$ cat config.mk
export PLATFORM = sky130hd
export DESIGN_NAME = button_gesture_mode_controller
export DESIGN_NICKNAME = d
export VERILOG_FILES = /design/src/rtl/bgmc_pkg.sv /design/src/rtl/button_gesture_mode_controller.sv
export SDC_FILE = /design/constraint.sdc
export NUM_CORES = 1
export LEC_CHECK = 0
export ABC_CLOCK_PERIOD_IN_PS = 9750
export BUFFER_PORTS_ARGS = -buffer_cell sky130_fd_sc_hd__clkbuf_2
export CORE_MARGIN = 5
export CORE_UTILIZATION = 65
export CTS_CLUSTER_DIAMETER = 80
export CTS_CLUSTER_SIZE = 28
export DETAILED_ROUTE_END_ITERATION = 10
export HOLD_SLACK_MARGIN = 0.15
export PLACE_DENSITY = 0.86
export SYNTH_ARGS = -nofsm -noshare
export SYNTH_HDL_FRONTEND = slang
export SYNTH_SLANG_ARGS = --single-unit
$ cat constraint.sdc
create_clock -name clk -period 9.75 [get_ports clk]
set_clock_uncertainty 0.15 [all_clocks]
set_input_delay 1.4625 -clock clk [delete_from_list [all_inputs] [get_ports clk]]
set_output_delay 1.4625 -clock clk [all_outputs]
set_load 0.01 [all_outputs]
$ cat src/rtl/bgmc_pkg.sv
// ----------------------------------------------------------------------------
// bgmc_pkg
// Shared widths, event codes, register indexes and reset values for the
// button gesture and mode controller.
// ----------------------------------------------------------------------------
package bgmc_pkg;

  // Field widths
  localparam int OpcodeW  = 3;
  localparam int SampleW  = 24;
  localparam int TicksW   = 8;
  localparam int ByteW    = 8;
  localparam int CfgAddrW = 2;
  localparam int CfgDataW = 24;
  localparam int PhaseW   = 2;

  // Bit position of the system status in the stored byte
  localparam int StatusBit = 7;

  // Event codes
  localparam logic [OpcodeW-1:0] OP_PRESS   = 3'd0;
  localparam logic [OpcodeW-1:0] OP_RELEASE = 3'd1;
  localparam logic [OpcodeW-1:0] OP_GAP     = 3'd2;
  localparam logic [OpcodeW-1:0] OP_TICK    = 3'd3;
  localparam logic [OpcodeW-1:0] OP_ENABLE  = 3'd4;

  // Configuration register indexes
  localparam logic [CfgAddrW-1:0] REG_LONG_PRESS = 2'd0;
  localparam logic [CfgAddrW-1:0] REG_FLOOR      = 2'd1;
  localparam logic [CfgAddrW-1:0] REG_CEILING    = 2'd2;
  localparam logic [CfgAddrW-1:0] REG_MIDPOINT   = 2'd3;

  // Click phase codes; the unused code behaves as idle
  localparam logic [PhaseW-1:0] PH_IDLE    = 2'd0;
  localparam logic [PhaseW-1:0] PH_ONE     = 2'd1;
  localparam logic [PhaseW-1:0] PH_EXPIRED = 2'd2;

  // Register reset values
  localparam logic [TicksW-1:0]         LONG_PRESS_RST = 8'd6;
  localparam logic signed [SampleW-1:0] FLOOR_RST      = 24'sd0;
  localparam logic signed [SampleW-1:0] CEILING_RST    = 24'sd65535;
  localparam logic signed [SampleW-1:0] MIDPOINT_RST   = 24'sd32768;

  // Hold counter saturation value
  localparam logic [TicksW-1:0] TICKS_MAX = {TicksW{1'b1}};

endpackage

$ cat src/rtl/button_gesture_mode_controller.sv
// ----------------------------------------------------------------------------
// button_gesture_mode_controller
// Long press / double click detector driving mode, LED and peripheral
// enables, with sample clamping and a verbose flag in configuration mode.
// ----------------------------------------------------------------------------
//  channel | direction | handshake            | payload
//  in_     | input     | in_valid / in_stall  | opcode, adc_sample, pin_level
//  out_    | output    | out_valid / out_stall| levels, store pulse/byte, pulses
//  cfg_    | input     | cfg_wr_en            | cfg_addr, cfg_wdata
//
//  Each request passes through the input register, then through the state
//  update into the result register.
//  A new request is accepted every cycle while results are taken.
//  Reset (rst_n low, synchronous) clears the valid flags and controller state and loads register defaults.
//  A stall on out_ holds the result; in_stall rises only when the input
//  register is full and the result register cannot advance.
// ----------------------------------------------------------------------------
module button_gesture_mode_controller
  import bgmc_pkg::*;
(
  input  logic                       clk,
  input  logic                       rst_n,
  // configuration
  input  logic                       cfg_wr_en,
  input  logic [CfgAddrW-1:0]        cfg_addr,
  input  logic [CfgDataW-1:0]        cfg_wdata,
  // requests
  input  logic                       in_valid,
  output logic                       in_stall,
  input  logic [OpcodeW-1:0]         in_opcode,
  input  logic signed [SampleW-1:0]  in_adc_sample,
  input  logic                       in_pin_level,
  // results
  output logic                       out_valid,
  input  logic                       out_stall,
  output logic                       out_system_active,
  output logic                       out_config_active,
  output logic                       out_blue_led,
  output logic                       out_red_led,
  output logic                       out_spi_enable,
  output logic                       out_rgb_enable,
  output logic                       out_store_pulse,
  output logic [ByteW-1:0]           out_store_byte,
  output logic                       out_params_changed,
  output logic                       out_enable_changed
);

  // Configuration registers
  logic [TicksW-1:0]         long_press_r;
  logic signed [SampleW-1:0] floor_r;
  logic signed [SampleW-1:0] ceiling_r;
  logic signed [SampleW-1:0] midpoint_r;

  // Input register
  logic                      in_vld_r;
  logic [OpcodeW-1:0]        op_r;
  logic signed [SampleW-1:0] sample_r;
  logic                      pin_r;

  // Controller state
  logic [PhaseW-1:0] phase_r, phase_nxt;
  logic [TicksW-1:0] hold_r, hold_nxt;
  logic gap_run_r, gap_run_nxt;
  logic sys_r, sys_nxt;
  logic cfg_on_r, cfg_on_nxt;
  logic verbose_r, verbose_nxt;
  logic verbose_prev_r, verbose_prev_nxt;
  logic enable_r, enable_nxt;
  logic blue_r, blue_nxt;
  logic red_r, red_nxt;
  logic spi_r, spi_nxt;
  logic rgb_r, rgb_nxt;

  // Per-request outputs
  logic              store_nxt;
  logic [ByteW-1:0]  sbyte_nxt;
  logic              pchg_nxt;
  logic              echg_nxt;

  // Result register
  logic              out_vld_r;
  logic              out_sys_r, out_cfg_r, out_blue_r, out_red_r, out_spi_r, out_rgb_r;
  logic              out_store_r;
  logic [ByteW-1:0]  out_sbyte_r;
  logic              out_pchg_r, out_echg_r;

  logic                      s2_free;
  logic                      in_acc;
  logic                      advance;
  logic signed [SampleW-1:0] clamp_lo;
  logic signed [SampleW-1:0] clamped;
  logic                      verbose_cmp;

  // Handshake
  assign s2_free  = !out_vld_r || !out_stall;
  assign in_stall = in_vld_r && !s2_free;
  assign in_acc   = in_valid && !in_stall;
  assign advance  = in_vld_r && s2_free;

  // Configuration writes
  always_ff @(posedge clk) begin
    if (!rst_n) begin
      long_press_r <= LONG_PRESS_RST;
      floor_r      <= FLOOR_RST;
      ceiling_r    <= CEILING_RST;
      midpoint_r   <= MIDPOINT_RST;
    end else if (cfg_wr_en) begin
      unique case (cfg_addr)
        REG_LONG_PRESS: long_press_r <= cfg_wdata[TicksW-1:0];
        REG_FLOOR:      floor_r      <= cfg_wdata[SampleW-1:0];
        REG_CEILING:    ceiling_r    <= cfg_wdata[SampleW-1:0];
        REG_MIDPOINT:   midpoint_r   <= cfg_wdata[SampleW-1:0];
        default:        ;
      endcase
    end
  end

  // Input register: load on accept, drop when passed on
  always_ff @(posedge clk) begin
    if (!rst_n) begin
      in_vld_r <= 1'b0;
    end else if (in_acc) begin
      in_vld_r <= 1'b1;
    end else if (s2_free) begin
      in_vld_r <= 1'b0;
    end
  end

  always_ff @(posedge clk) begin
    if (in_acc) begin
      op_r     <= in_opcode;
      sample_r <= in_adc_sample;
      pin_r    <= in_pin_level;
    end
  end

  // Clamp the sample, floor first then ceiling, and compare with the midpoint
  always_comb begin
    clamp_lo    = (sample_r < floor_r) ? floor_r : sample_r;
    clamped     = (clamp_lo > ceiling_r) ? ceiling_r : clamp_lo;
    verbose_cmp = (clamped >= midpoint_r);
  end

  // Next state for one request
  always_comb begin
    phase_nxt        = phase_r;
    hold_nxt         = hold_r;
    gap_run_nxt      = gap_run_r;
    sys_nxt          = sys_r;
    cfg_on_nxt       = cfg_on_r;
    verbose_nxt      = verbose_r;
    verbose_prev_nxt = verbose_prev_r;
    enable_nxt       = enable_r;
    blue_nxt         = blue_r;
    red_nxt          = red_r;
    spi_nxt          = spi_r;
    rgb_nxt          = rgb_r;
    store_nxt        = 1'b0;
    sbyte_nxt        = '0;
    pchg_nxt         = 1'b0;
    echg_nxt         = 1'b0;

    unique case (op_r)
      OP_PRESS: begin
        gap_run_nxt = 1'b0;
        hold_nxt    = '0;
      end
      OP_RELEASE: begin
        if (hold_r >= long_press_r) begin
          // long press: toggle configuration mode
          if (!cfg_on_r) begin
            cfg_on_nxt = 1'b1;
            rgb_nxt    = 1'b0;
            spi_nxt    = 1'b0;
            sbyte_nxt  = '0;
          end else begin
            cfg_on_nxt = 1'b0;
            blue_nxt   = sys_r;
            if (sys_r) begin
              spi_nxt = 1'b1;
              rgb_nxt = 1'b1;
            end
            sbyte_nxt            = '0;
            sbyte_nxt[StatusBit] = sys_r;
          end
          sbyte_nxt[0] = verbose_r;
          store_nxt    = 1'b1;
          phase_nxt    = PH_IDLE;
        end else if (!cfg_on_r) begin
          if (phase_r == PH_ONE) begin
            // second short click: toggle acquisition
            sys_nxt              = !sys_r;
            blue_nxt             = !sys_r;
            spi_nxt              = !sys_r;
            rgb_nxt              = !sys_r;
            sbyte_nxt[StatusBit] = !sys_r;
            sbyte_nxt[0]         = verbose_r;
            store_nxt            = 1'b1;
            phase_nxt            = PH_IDLE;
          end else begin
            phase_nxt   = PH_ONE;
            gap_run_nxt = 1'b1;
          end
        end
      end
      OP_GAP: begin
        if (gap_run_r) begin
          phase_nxt = PH_EXPIRED;
        end
      end
      OP_TICK: begin
        if (hold_r != TICKS_MAX) begin
          hold_nxt = hold_r + 1'b1;
        end
        if (cfg_on_r) begin
          blue_nxt = !blue_r;
          if (enable_r) begin
            verbose_nxt      = verbose_cmp;
            red_nxt          = verbose_cmp;
            pchg_nxt         = (verbose_prev_r != verbose_cmp);
            verbose_prev_nxt = verbose_cmp;
          end
        end
      end
      OP_ENABLE: begin
        enable_nxt = pin_r;
        echg_nxt   = 1'b1;
      end
      default: ;
    endcase
  end

  // Commit state as the request moves into the result register
  always_ff @(posedge clk) begin
    if (!rst_n) begin
      phase_r        <= PH_IDLE;
      hold_r         <= '0;
      gap_run_r      <= 1'b0;
      sys_r          <= 1'b0;
      cfg_on_r       <= 1'b0;
      verbose_r      <= 1'b0;
      verbose_prev_r <= 1'b0;
      enable_r       <= 1'b0;
      blue_r         <= 1'b0;
      red_r          <= 1'b0;
      spi_r          <= 1'b0;
      rgb_r          <= 1'b0;
    end else if (advance) begin
      phase_r        <= phase_nxt;
      hold_r         <= hold_nxt;
      gap_run_r      <= gap_run_nxt;
      sys_r          <= sys_nxt;
      cfg_on_r       <= cfg_on_nxt;
      verbose_r      <= verbose_nxt;
      verbose_prev_r <= verbose_prev_nxt;
      enable_r       <= enable_nxt;
      blue_r         <= blue_nxt;
      red_r          <= red_nxt;
      spi_r          <= spi_nxt;
      rgb_r          <= rgb_nxt;
    end
  end

  // Result register: hold while stalled
  always_ff @(posedge clk) begin
    if (!rst_n) begin
      out_vld_r <= 1'b0;
    end else if (s2_free) begin
      out_vld_r <= in_vld_r;
    end
  end

  always_ff @(posedge clk) begin
    if (advance) begin
      out_sys_r   <= sys_nxt;
      out_cfg_r   <= cfg_on_nxt;
      out_blue_r  <= blue_nxt;
      out_red_r   <= red_nxt;
      out_spi_r   <= spi_nxt;
      out_rgb_r   <= rgb_nxt;
      out_store_r <= store_nxt;
      out_sbyte_r <= sbyte_nxt;
      out_pchg_r  <= pchg_nxt;
      out_echg_r  <= echg_nxt;
    end
  end

  assign out_valid          = out_vld_r;
  assign out_system_active  = out_sys_r;
  assign out_config_active  = out_cfg_r;
  assign out_blue_led       = out_blue_r;
  assign out_red_led        = out_red_r;
  assign out_spi_enable     = out_spi_r;
  assign out_rgb_enable     = out_rgb_r;
  assign out_store_pulse    = out_store_r;
  assign out_store_byte     = out_sbyte_r;
  assign out_params_changed = out_pchg_r;
  assign out_enable_changed = out_echg_r;

  // Checks
  a_byte_only_on_store: assert property (@(posedge clk) disable iff (!rst_n)
    out_vld_r && !out_store_r |-> out_sbyte_r == '0)
    else $error("store byte set without store pulse");

  a_pchg_in_config: assert property (@(posedge clk) disable iff (!rst_n)
    out_vld_r && out_pchg_r |-> out_cfg_r)
    else $error("verbose change outside configuration mode");

  a_config_entry_quiet: assert property (@(posedge clk) disable iff (!rst_n)
    out_vld_r && out_store_r && out_cfg_r |-> !out_spi_r && !out_rgb_r
      && !out_sbyte_r[StatusBit])
    else $error("peripherals left on when entering configuration mode");

  a_stall_needs_full: assert property (@(posedge clk) disable iff (!rst_n)
    in_stall |-> in_vld_r && out_vld_r)
    else $error("input stalled with free pipeline");

endmodule

Word-level counts from Yosys, hierarchy flattened --
Index checks and enable logic that the tools add are counted.
Cells by class: add/sub/neg operators 1, order comparisons 4, equality and inequality tests 16, mux-type cells 54, reduce and logical (&&, ||, !) cells 27
Operator list (number):
- 24-bit 2-to-1 mux | 2
- 1-bit 2-to-1 mux | 43
- 24-bit >= comparator | 1
- 24-bit greater-than comparator | 1
- 24-bit < comparator | 1
- 8-bit 2-to-1 mux | 2
- 8-bit case mux with 2 select lines | 1
- 2-bit AND reduction | 6
- 2-bit != test, second input constant | 5
- 8-bit by 1-bit adder with 8-bit output, second input constant | 1
- 8-bit >= comparator | 1
- 8-bit != test, second input constant | 1
- 4-bit AND reduction | 2
- 2-bit nonzero test | 4
- 3-bit by 2-bit == test with 1-bit output, second input constant | 2
- 1-bit zero test | 6
- 2-bit 2-to-1 mux | 3
- 3-bit AND reduction | 2
- 5-bit AND reduction | 1
- 2-bit by 1-bit == test with 1-bit output, second input constant | 2
- 2-bit == test, second input constant | 2
- 1-bit case mux with 2 select lines | 2
- 2-bit case mux with 2 select lines | 1
- 3-bit by 1-bit == test with 1-bit output, second input constant | 1
- other kinds (7) | 9
Word-level totals: flip-flop bits (word level) 146, bits of input ports 59, output and inout bits 19, logic and storage cells 133

Logic depth before layout (Yosys ltp) --
Gate-level depths: netlist (run 1).
depth in word-level cells 8, depth in mapped cells 27, gate-level depth less buffers 25

Worst setup path before layout (run 1) --
Ideal clock, no wire load.
path type reg-to-reg, start register floor_r[11], end register out_pchg_r, in the netlist out_params_changed, data pin, setup time 0.255 ns, arrival 5.938 ns, data required time 9.345 ns, setup slack 3.407 ns, cell stages (with the launch flop) 27, buffers on the path 2, period minus slack after synthesis 6.343 ns, cell sequence dfxtp_1 > inv_1 > ha_1 > a21oi_2 > o21ai_1 > a211o_1 > o311a_2 > buf_4 > nor4b_2 > a311o_1 > ha_1 > a21o_1 > a21o_1 > a21oi_1 > nor2_1 > or4_1 > o21ai_4 > buf_6 > mux2_4 > ha_1 > a21o_1 > a21o_1 > a221oi_1 > o211ai_1 > or3_1 > a21oi_1 > and3b_1
On the way: word-level cells in the longest chain between the ends 6
RTL lines:
- start: declaration | RTL line button_gesture_mode_controller.sv:50 | logic signed [SampleW-1:0] floor_r;
- start signal: assignment | RTL line button_gesture_mode_controller.sv:110 | REG_FLOOR: floor_r <= cfg_wdata[SampleW-1:0];
- 24-bit < comparator | RTL line button_gesture_mode_controller.sv:139 | clamp_lo = (sample_r < floor_r) ? floor_r : sample_r;
- 24-bit 2-to-1 mux (*) | RTL line button_gesture_mode_controller.sv:139
- 24-bit greater-than comparator | RTL line button_gesture_mode_controller.sv:140 | clamped = (clamp_lo > ceiling_r) ? ceiling_r : clamp_lo;
- 24-bit 2-to-1 mux (*) | RTL line button_gesture_mode_controller.sv:140
- 24-bit >= comparator (*) | RTL line button_gesture_mode_controller.sv:141 | verbose_cmp = (clamped >= midpoint_r);
- 1-bit != test (*) | RTL line button_gesture_mode_controller.sv:220 | pchg_nxt = (verbose_prev_r != verbose_cmp);
- end signal: assignment | RTL line button_gesture_mode_controller.sv:283 | out_pchg_r <= pchg_nxt;
- end: declaration | RTL line button_gesture_mode_controller.sv:85 | logic out_pchg_r, out_echg_r;
Every way passes the cells marked *; elsewhere a longest branch is shown, timed or not. A chain may end at the register's enable or synchronous reset.

Final worst setup path (run 1) --
start register sample_r[23], end register out_pchg_r, in the netlist out_params_changed, data pin
On the way: word-level cells in the longest chain between the ends 6
RTL lines:
- start: declaration | RTL line button_gesture_mode_controller.sv:57 | logic signed [SampleW-1:0] sample_r;
- start signal: assignment | RTL line button_gesture_mode_controller.sv:132 | sample_r <= in_adc_sample;
- 24-bit < comparator | RTL line button_gesture_mode_controller.sv:139
- 24-bit 2-to-1 mux (*) | RTL line button_gesture_mode_controller.sv:139
- 24-bit greater-than comparator | RTL line button_gesture_mode_controller.sv:140
- 24-bit 2-to-1 mux (*) | RTL line button_gesture_mode_controller.sv:140
- 24-bit >= comparator (*) | RTL line button_gesture_mode_controller.sv:141
- 1-bit != test (*) | RTL line button_gesture_mode_controller.sv:220
Marked as above.

==> results of run 1 <==
[power by group]
group | leakage [µW] | internal [µW] | switching [µW] | total [µW]
sequential | 0.00120 | 622 | 16.4 | 638
clock | 0.000286 | 404 | 262 | 666
combinational | 0.00253 | 150 | 182 | 332
total | 0.00402 | 1180 | 460 | 1640
[through the flow]
stage	std cells	total power [µW]	instance area, µm²	worst slack [ps]	utilization
5_1_grt	1206	1703	9784	1402	0.7359
4_1_cts	1206	1636	9784	1846	0.7359
6_report	1206	1636	9784	1740	0.7359
3_3_place_gp	1174	962.7	9185	2032	0.6909
3_5_place_dp	1174	974.5	9185	1884	0.6909
2_1_floorplan	976	896.5	8845	3407	-
[final cells by class]
| cell class | instances | area (µm²) |
|---|---|---|
| Clock buffer | 19 | 432.9 |
| Sequential cell | 140 | 3193 |
| Inverter | 84 | 315.3 |
| Fill cell | 982 | 3511 |
| Timing Repair Buffer | 80 | 422.9 |
| Multi-Input combinational cell | 694 | 5034 |
| Tap cell | 176 | 220.2 |
| Clock inverter | 13 | 166.4 |
[Yosys cell counts (13+ instances only)]
cell type and count:
edfxtp_1 39, nand2b_1 30, clkbuf_1 40, a21o_1 15
nand2_1 182, o211ai_1 21, nand3_1 13, mux2_4 18
a311o_1 22, nor4b_2 18, nor2b_1 14, ha_1 82
nor2_1 23, nand4_1 15, a21oi_1 39, inv_1 84
dfxtp_1 101, a22oi_1 23, a21boi_0 60, o21ai_0 16
[worst max-delay path: cells and delay by family, from the launching register on]
family          cells  cell delay [ps]
fa+ha+maj           3              960
simple gates        5             1480
mux                 1              350
flops               1              390
buf+inv             2             1030
compound gates     12             3370
[routing by layer]
| metal | track usage | share of wire | vias up |
|---|---|---|---|
| li1 | - | - | 3530 |
| met1 | 0.3505 | 0.44 | 3452 |
| met2 | 0.4517 | 0.48 | 236 |
| met3 | 0.05969 | 0.067 | 30 |
| met4 | 0.07508 | 0.016 | 0 |
| met5 | 0 | 0 | - |
[cell families after synthesis]
family	share of synthesized area
AOI/OAI and AO/OA	0.2014
xor gates and xnor gates	0.004961
adders and majority gates	0.1162
buffers and inverters	0.07088
DFF	0.3618
muxes	0.04168
other	0.0004249
and+or+nand+nor	0.2026
[worst min-delay path by stage]
stage / start / end / cells past startpoint
final: midpoint_r[1] / midpoint_r[1] / 2
after detailed placement: midpoint_r[1] / midpoint_r[1] / 2
after CTS: midpoint_r[1] / midpoint_r[1] / 2
after floorplan: floor_r[23] / floor_r[23] / 2
after global routing: midpoint_r[9] / midpoint_r[9] / 2
after global placement: midpoint_r[6] / midpoint_r[6] / 2
[flip-flops by register name (all words and copies together), names as in the netlist, 2 cells and up]
name	cells
op_r	3
phase_r	2
hold_r	8
long_press_r	8
sample_r	24
ceiling_r	24
floor_r	24
out_store_byte	2
midpoint_r	24
==> impl_metrics.py, run 1 <==
metrics = {
    "run_status": {
        "outcome": "completed",
    },
    "global_route": {
        "first_global_vias": 7200,
        "antenna_found_initial": 0,
        "grt_usage": 0.2690,
        "grt_max_degree": 96,
        "overflow": 0,
        "grt_pass1_wl_um": 35220,
    },
    "critical_path": {
        "path_cells": "ha_2 -> buf_4 -> a21boi_1 -> a2111o_1 -> buf_4 -> nor2_2 -> a311o_1 -> ha_1 -> a21o_1 -> a21o_1 -> a21oi_1 -> nor3_1 -> or4_1 -> o21ai_4 -> mux2_4 -> ha_1 -> a21o_1 -> a21o_1 -> a221oi_1 -> o211ai_1 -> or3_1 -> a21oi_1 -> and3b_1",
        "rr_worst_depth": 23,
        "critPathLaunch": "sample_r[23]",
        "worst_path_largest_cell_delay_ps": 830,
        "rr_startpoint": "sample_r[23]",
        "rrSetupSlack_ps": 1740,
        "reg2reg_to": "out_params_changed",
        "worstSetupPathType": "reg2reg",
        "slowest_stage": "o21ai_4",
        "path_max_fanout": 93,
        "start_kind": "flop",
        "critical_path_arrival_ps": 8050,
        "cpMostUsedCell": "a21o_1",
        "required_ps": 9790,
        "critical_path.endpoint": "out_params_changed",
        "crit_path_end_kind": "flop",
    },
    "cells_and_area": {
        "antenna_cells": 0,
        "area_growth_pct": 10.86,
        "final_layout_size_suffix_gt1_frac": 0.1670,
        "layout_commonest_cell": "nand2_1",
        "final_cell_mix": "nand2_1 (182), dfxtp_1 (101), inv_1 (84)",
        "fin_nets": 1158,
    },
    "timing": {
        "timing.hold.ws_ps": 314.8,
        "hold_violations": 0,
        "clock.fmax_mhz": 124.8,
        "slew_viol_final": 0,
        "tns_ps": 0,
        "tightest_slew_ps": 1133,
        "fin_crit_ps": 8010,
        "grt_setup_unrepaired": "no",
        "setup_viol": 0,
        "finalCritPeriodShare": 0.8216,
        "relSlewSlack": 0.2428,
    },
    "yosys": {
        "synth_area_um2": 8826,
        "synthArstFlopShare": 0,
        "synthCells": 971,
        "syn_area_per_cell_um2": 9.090,
        "synth_edf_count": 39,
        "yosysTopAreaCell": "dfxtp_1",
        "ys_seq_area_frac": 0.3618,
        "yosys_register_bits": 140,
        "yosys_warnings": 0,
        "synth_top_area_share": 0.2291,
        "ys.flop_type": "dfxtp_1",
        "synth.distinct_cells": 71,
        "synth.top_cells.by_area": "dfxtp_1 (23%), edfxtp_1 (13%), ha_1 (12%), nand2_1 (7.7%), a21boi_0 (5.1%)",
    },
    "cts": {
        "numCtsBuffers": 17,
        "clockRootBuffer": "clkbuf_16",
        "insertion_delay_ps": 430,
        "clock_sinks": 140,
        "cts_tree": "done",
        "htree_levels": 4,
        "clk_pin_slew_worst_paths_ps": 60,
        "post_cts.repair.setup_buffers": 0,
        "cts_buffer_depth": 2,
        "cts_hold_buf": 0,
        "postCtsResizedCells": 0,
    },
    "floorplan": {
        "start_util": 0.6638,
        "io_pins": 78,
        "die_w_um": 126.5,
        "dieArea_um2": 16010,
        "core_um2": 13300,
        "die_h_um": 126.5,
        "rows": 42,
    },
    "routing": {
        "drc": 0,
        "drt_iter0_drc": 563,
        "final_antenna_net_count": 0,
        "routed_wl_um": 21280,
        "wl_per_cell_um": 17.65,
        "firstDrtPassIters": 5,
        "vias_per_cell": 6.010,
        "vias": 7248,
    },
    "power_and_ir_drop": {
        "power_leakage_uw": 0.004018,
        "p_per_area_nw_per_um2": 167.2,
        "ir_drop_v": 0.0001584,
    },
    "job": {
        "maxCapViolCount": 0,
    },
    "placed_design": {
        "portBuffers": 71,
        "gp_congestion": 0.8570,
        "dp_hpwl_um": 14690,
    },
    "hold_path": {
        "min_path_type": "reg2reg",
    },
}
(Power assumes the default switching activity.)
==> run 2: changes to the inputs <==
Settings changed: ABC_CLOCK_PERIOD_IN_PS 9750 to 8400, CORE_UTILIZATION 65 to 61, PLACE_DENSITY 0.86 to 0.81.
Clock period 9.75 ns to 8.4 ns, I/O delays scaled along.
==> run 2 against run 1 <==
Effect of this change:
- sequential share of layout area shrank 0.071 points
- cell count grew 1.0%
- die area grew 6.0%
- largest cell class unchanged
- highest routed layer unchanged
- wire length shrank 3.9%
- via count shrank 2.8%
- critical path type unchanged
- combinational power grew 14%
- worst hold slack gained 0.61 ps
==> impl_metrics.py, run 2 (synthesis gave the netlist of run 1 again) <==
metrics = {
    "timing": {
        "grt_setup_unrepaired": "no",
        "tns_ps": 0,
        "clock.fmax_mhz": 134.0,
        "relSlewSlack": 0.3077,
        "finalCritPeriodShare": 0.8884,
        "fin_crit_ps": 7463,
        "slew_viol_final": 0,
        "tightest_slew_ps": 1039,
        "setup_viol": 0,
        "hold_violations": 0,
        "timing.hold.ws_ps": 315.4,
    },
    "power_and_ir_drop": {
        "power_leakage_uw": 0.004042,
        "ir_drop_v": 0.0001534,
        "p_per_area_nw_per_um2": 189.9,
        "power.total_uw": 1862,
    },
    "critical_path": {
        "start_kind": "flop",
        "rr_worst_depth": 25,
        "rrSetupSlack_ps": 940,
        "rr_startpoint": "sample_r[23]",
        "cpMostUsedCell": "a21oi_1",
        "worstSetupPathType": "reg2reg",
        "worst_path_largest_cell_delay_ps": 610,
        "critical_path_arrival_ps": 7500,
        "path_max_fanout": 23,
        "reg2reg_to": "out_params_changed",
        "critical_path.endpoint": "out_params_changed",
        "crit_path_end_kind": "flop",
        "critPathLaunch": "sample_r[23]",
        "slowest_stage": "a2111oi_4",
        "required_ps": 8440,
    },
    "global_route": {
        "antenna_found_initial": 0,
        "grt_max_degree": 96,
        "grt.met2_usage": 0.4031,
        "first_global_vias": 6800,
        "grt_usage": 0.2490,
        "met1_usage": 0.3387,
        "grt_pass1_wl_um": 33430,
        "grt.met3_usage": 0.05362,
        "overflow": 0,
        "gr-max-usage-layer": "met2",
    },
    "cts": {
        "numCtsBuffers": 17,
        "postCtsResizedCells": 0,
        "clock_sinks": 140,
        "clk_pin_slew_worst_paths_ps": 60,
        "insertion_delay_ps": 430,
        "cts_buffer_depth": 2,
        "htree_levels": 4,
        "cts_hold_buf": 0,
        "post_cts.repair.setup_buffers": 0,
        "cts_tree": "done",
        "clockRootBuffer": "clkbuf_16",
    },
    "cells_and_area": {
        "antenna_cells": 0,
        "final_cell_mix": "nand2_1 (182), dfxtp_1 (101), inv_1 (84)",
        "layout_commonest_cell": "nand2_1",
        "fin_nets": 1162,
        "fin_util": 0.6824,
        "area_growth_pct": 11.10,
        "final_layout_size_suffix_gt1_frac": 0.1702,
    },
    "floorplan": {
        "core_um2": 14370,
        "start_util": 0.6142,
        "io_pins": 78,
        "die_w_um": 130.3,
        "rows": 44,
        "dieArea_um2": 16970,
        "die_h_um": 130.3,
    },
    "routing": {
        "drc": 0,
        "routed_wl_um": 20460,
        "wl_per_cell_um": 16.80,
        "final_antenna_net_count": 0,
        "vias_per_cell": 5.783,
        "vias": 7044,
        "drt_iter0_drc": 570,
        "firstDrtPassIters": 5,
    },
    "hold_path": {
        "worstHoldPathCells": 2,
        "hold_start": "midpoint_r[13]",
        "min_path_type": "reg2reg",
    },
    "placed_design": {
        "dp_hpwl_um": 14670,
        "gp_congestion": 0.8899,
        "portBuffers": 71,
    },
    "job": {
        "maxCapViolCount": 0,
    },
    "run_status": {
        "outcome": "completed",
    },
}
run 2: changes by cell type in the layout (fill, tap and decap cells not counted), moves of 2 or more:
| cell | before | now |
|---|---|---|
| clkinv_2 | 1 | 3 |
| bufinv_16 | 3 | 1 |
| clkbuf_8 | 0 | 3 |
| inv_6 | 3 | 1 |
| clkinvlp_4 | 2 | 0 |
| buf_4 | 9 | 13 |
run 2: worst min-delay path by stage:
stage / endpoint / slack [ps]
5_1_grt: midpoint_r[6] / 340
6_report: midpoint_r[13] / 320
4_1_cts: midpoint_r[13] / 320
3_5_place_dp: midpoint_r[13] / 310
3_3_place_gp: midpoint_r[1] / 300
2_1_floorplan: floor_r[23] / 290
run 2: metrics by stage:
stage	worst slack [ps]	cell area (µm²)	std cells
floorplan	2057	8845	976
global placement	1121	9225	1186
detailed placement	1063	9225	1186
CTS	991.1	9806	1218
global route	616.4	9806	1218
finish	937.2	9806	1218
run 2: cell type report:
cell class	count	area, µm²
fillers	1143	4563
multi-input cells	694	5034
flip-flops and latches	140	3193
inverters	84	315.3
clock buffers	22	495.5
well taps	184	230.2
repair buffers	84	452.9
clock inverters	10	85.08
run 2: metal layers:
| metal | up-vias | share of wire | wire length, µm |
|---|---|---|---|
| li1 | 3544 | - | - |
| met1 | 3281 | 0.47 | 9516 |
| met2 | 195 | 0.46 | 9443 |
| met3 | 24 | 0.060 | 1221 |
| met4 | 0 | 0.013 | 275 |
| met5 | - | 0 | 0 |
run 2: power by group:
| part | internal [µW] | switching [µW] |
|---|---|---|
| clock | 447 | 294 |
| sequential | 722 | 19.0 |
| combinational | 174 | 206 |
run 2: critical path: cells and delay by family, from the launching register on:
family,cells,cell delay (ps)
fa+ha+maj,3,1030
simple gates,8,1730
buf+inv,2,660
flops,1,400
compound gates,11,2950
mux,1,320
==> run 3: changes to the inputs <==
Settings changed: HOLD_SLACK_MARGIN 0.15 to 0.12, RECOVER_POWER set to 50.
==> run 3 against run 2 <==
Effect of this change:
- the run now ends with max-capacitance violations, max-slew violations left
- sequential share of layout area about the same
- clock power about the same
- final area decreased by 0.11%
- core utilization decreased by 0.078 points
- wire length about the same
- first-iteration DRC count decreased by 2.5%
- die area unchanged
- fmax about the same
- critical path depth unchanged
==> impl_metrics.py, run 3 (synthesis gave the netlist of run 1 again) <==
metrics = {
    "power_and_ir_drop": {
        "p_per_area_nw_per_um2": 190.0,
        "ir_drop_v": 0.0001538,
        "power_leakage_uw": 0.004026,
    },
    "routing": {
        "firstDrtPassIters": 5,
        "drc": 0,
        "routed_wl_um": 20470,
        "vias": 7044,
        "wl_per_cell_um": 16.81,
        "vias_per_cell": 5.783,
        "drt_iter0_drc": 556,
        "final_antenna_net_count": 0,
    },
    "floorplan": {
        "start_util": 0.6142,
        "io_pins": 78,
        "die_w_um": 130.3,
        "die_h_um": 130.3,
        "rows": 44,
        "core_um2": 14370,
        "dieArea_um2": 16970,
    },
    "cts": {
        "cts_hold_buf": 0,
        "insertion_delay_ps": 430,
        "cts_tree": "done",
        "cts_buffer_depth": 2,
        "post_cts.repair.setup_buffers": 0,
        "clk_pin_slew_worst_paths_ps": 60,
        "numCtsBuffers": 17,
        "postCtsResizedCells": 0,
        "clockRootBuffer": "clkbuf_16",
        "htree_levels": 4,
        "clock_sinks": 140,
    },
    "timing": {
        "grt_setup_unrepaired": "no",
        "setup_viol": 0,
        "relSlewSlack": -1.380,
        "slew_viol_final": 125,
        "hold_violations": 0,
        "tns_ps": 0,
        "clock.fmax_mhz": 133.9,
        "finalCritPeriodShare": 0.8892,
        "tightest_slew_ps": 3571,
        "fin_crit_ps": 7469,
    },
    "global_route": {
        "grt_max_degree": 96,
        "first_global_vias": 6800,
        "grt_pass1_wl_um": 33430,
        "overflow": 0,
        "antenna_found_initial": 0,
        "grt_usage": 0.2490,
    },
    "critical_path": {
        "worstSetupPathType": "reg2reg",
        "critical_path.endpoint": "out_params_changed",
        "rr_worst_depth": 25,
        "path_max_fanout": 23,
        "critical_path_arrival_ps": 7510,
        "required_ps": 8440,
        "reg2reg_to": "out_params_changed",
        "start_kind": "flop",
        "crit_path_end_kind": "flop",
        "rr_startpoint": "sample_r[23]",
        "critPathLaunch": "sample_r[23]",
        "rrSetupSlack_ps": 930,
    },
    "cells_and_area": {
        "fill_cells": 1148,
        "layout_commonest_cell": "nand2_1",
        "multi_input_area_um2": 5034,
        "fin_util": 0.6816,
        "area_growth_pct": 10.97,
        "regArea_um2": 3193,
        "final_layout_size_suffix_gt1_frac": 0.1654,
        "final_cell_mix": "nand2_1 (182), dfxtp_1 (101), inv_1 (84)",
        "antenna_cells": 0,
        "fin_nets": 1162,
    },
    "placed_design": {
        "portBuffers": 71,
        "gp_congestion": 0.8899,
        "dp_hpwl_um": 14670,
    },
    "hold_path": {
        "min_path_type": "reg2reg",
        "hold_start": "midpoint_r[18]",
    },
    "job": {
        "maxCapViolCount": 2,
    },
    "run_status": {
        "outcome": "finished with violations",
        "violations": "max-capacitance violations, max-slew violations",
    },
}
==> run 3: cell count changes in the layout (fill, tap and decap cells not counted) <==
cell      previous run  this run
buf_4               13        11
clkbuf_2            71        68
clkbuf_1             1         6
==> run 3: area by class of cell <==
class,count,share of cell area
clock buffers,22,0.05059
clock inverters,10,0.008687
inverters,84,0.03219
multi-input cells,694,0.5139
flip-flops and latches,140,0.3260
well taps,184,0.02351
repair buffers,84,0.04509
==> run 3: worst min path at each step <==
stage                     end  slack [ps]  cells past startpoint
6_report       midpoint_r[18]         320                      2
5_1_grt         midpoint_r[6]         340                      2
2_1_floorplan     floor_r[23]         290                      2
3_3_place_gp    midpoint_r[1]         300                      2
4_1_cts        midpoint_r[13]         320                      2
3_5_place_dp   midpoint_r[13]         310                      2
==> run 3: layer usage <==
metal  track usage  share of wire  vias to the layer above
met5             0              0                        -
met1        0.3387           0.47                     3297
met2        0.4031           0.46                      172
met3       0.05362          0.054                       27
li1              -              -                     3548
met4       0.06724          0.013                        0
==> run 3: where the power goes <==
group,switching (µW),total [µW],internal [µW]
Combinational,206,382,176
Sequential,19.0,741,722
Clock,292,739,447
==> run 3: critical path, cell delays in order, from the launching register on <==
cell and delay (ps):
edfxtp_1 400, ha_2 440, and4_4 270, nand2_2 90
nor2_2 60, a2111oi_4 610, buf_4 340, a22oi_1 110
a311o_1 360, ha_1 300, a21o_1 190, a21o_1 170
a21oi_1 160, nor3_1 60, or4_1 520, o21ai_4 590
buf_4 320, mux2_4 320, ha_1 290, nor2b_1 140
o211ai_1 180, a21oi_1 110, o31a_1 310, or3_1 400
a21oi_1 150, and3b_1 180
==> run 3: stage by stage <==
stage / instances / total power, µW / hold WS (ps) / instance area [µm²] / setup slack [ps]
2_1_floorplan: 976 / 1041 / 293.5 / 8845 / 2057
3_3_place_gp: 1186 / 1120 / 302.6 / 9225 / 1121
3_5_place_dp: 1186 / 1129 / 309.1 / 9225 / 1063
4_1_cts: 1218 / 1867 / 316.9 / 9806 / 991.1
5_1_grt: 1218 / 1944 / 343.0 / 9794 / 616.4
6_report: 1218 / 1861 / 318.3 / 9794 / 930.8
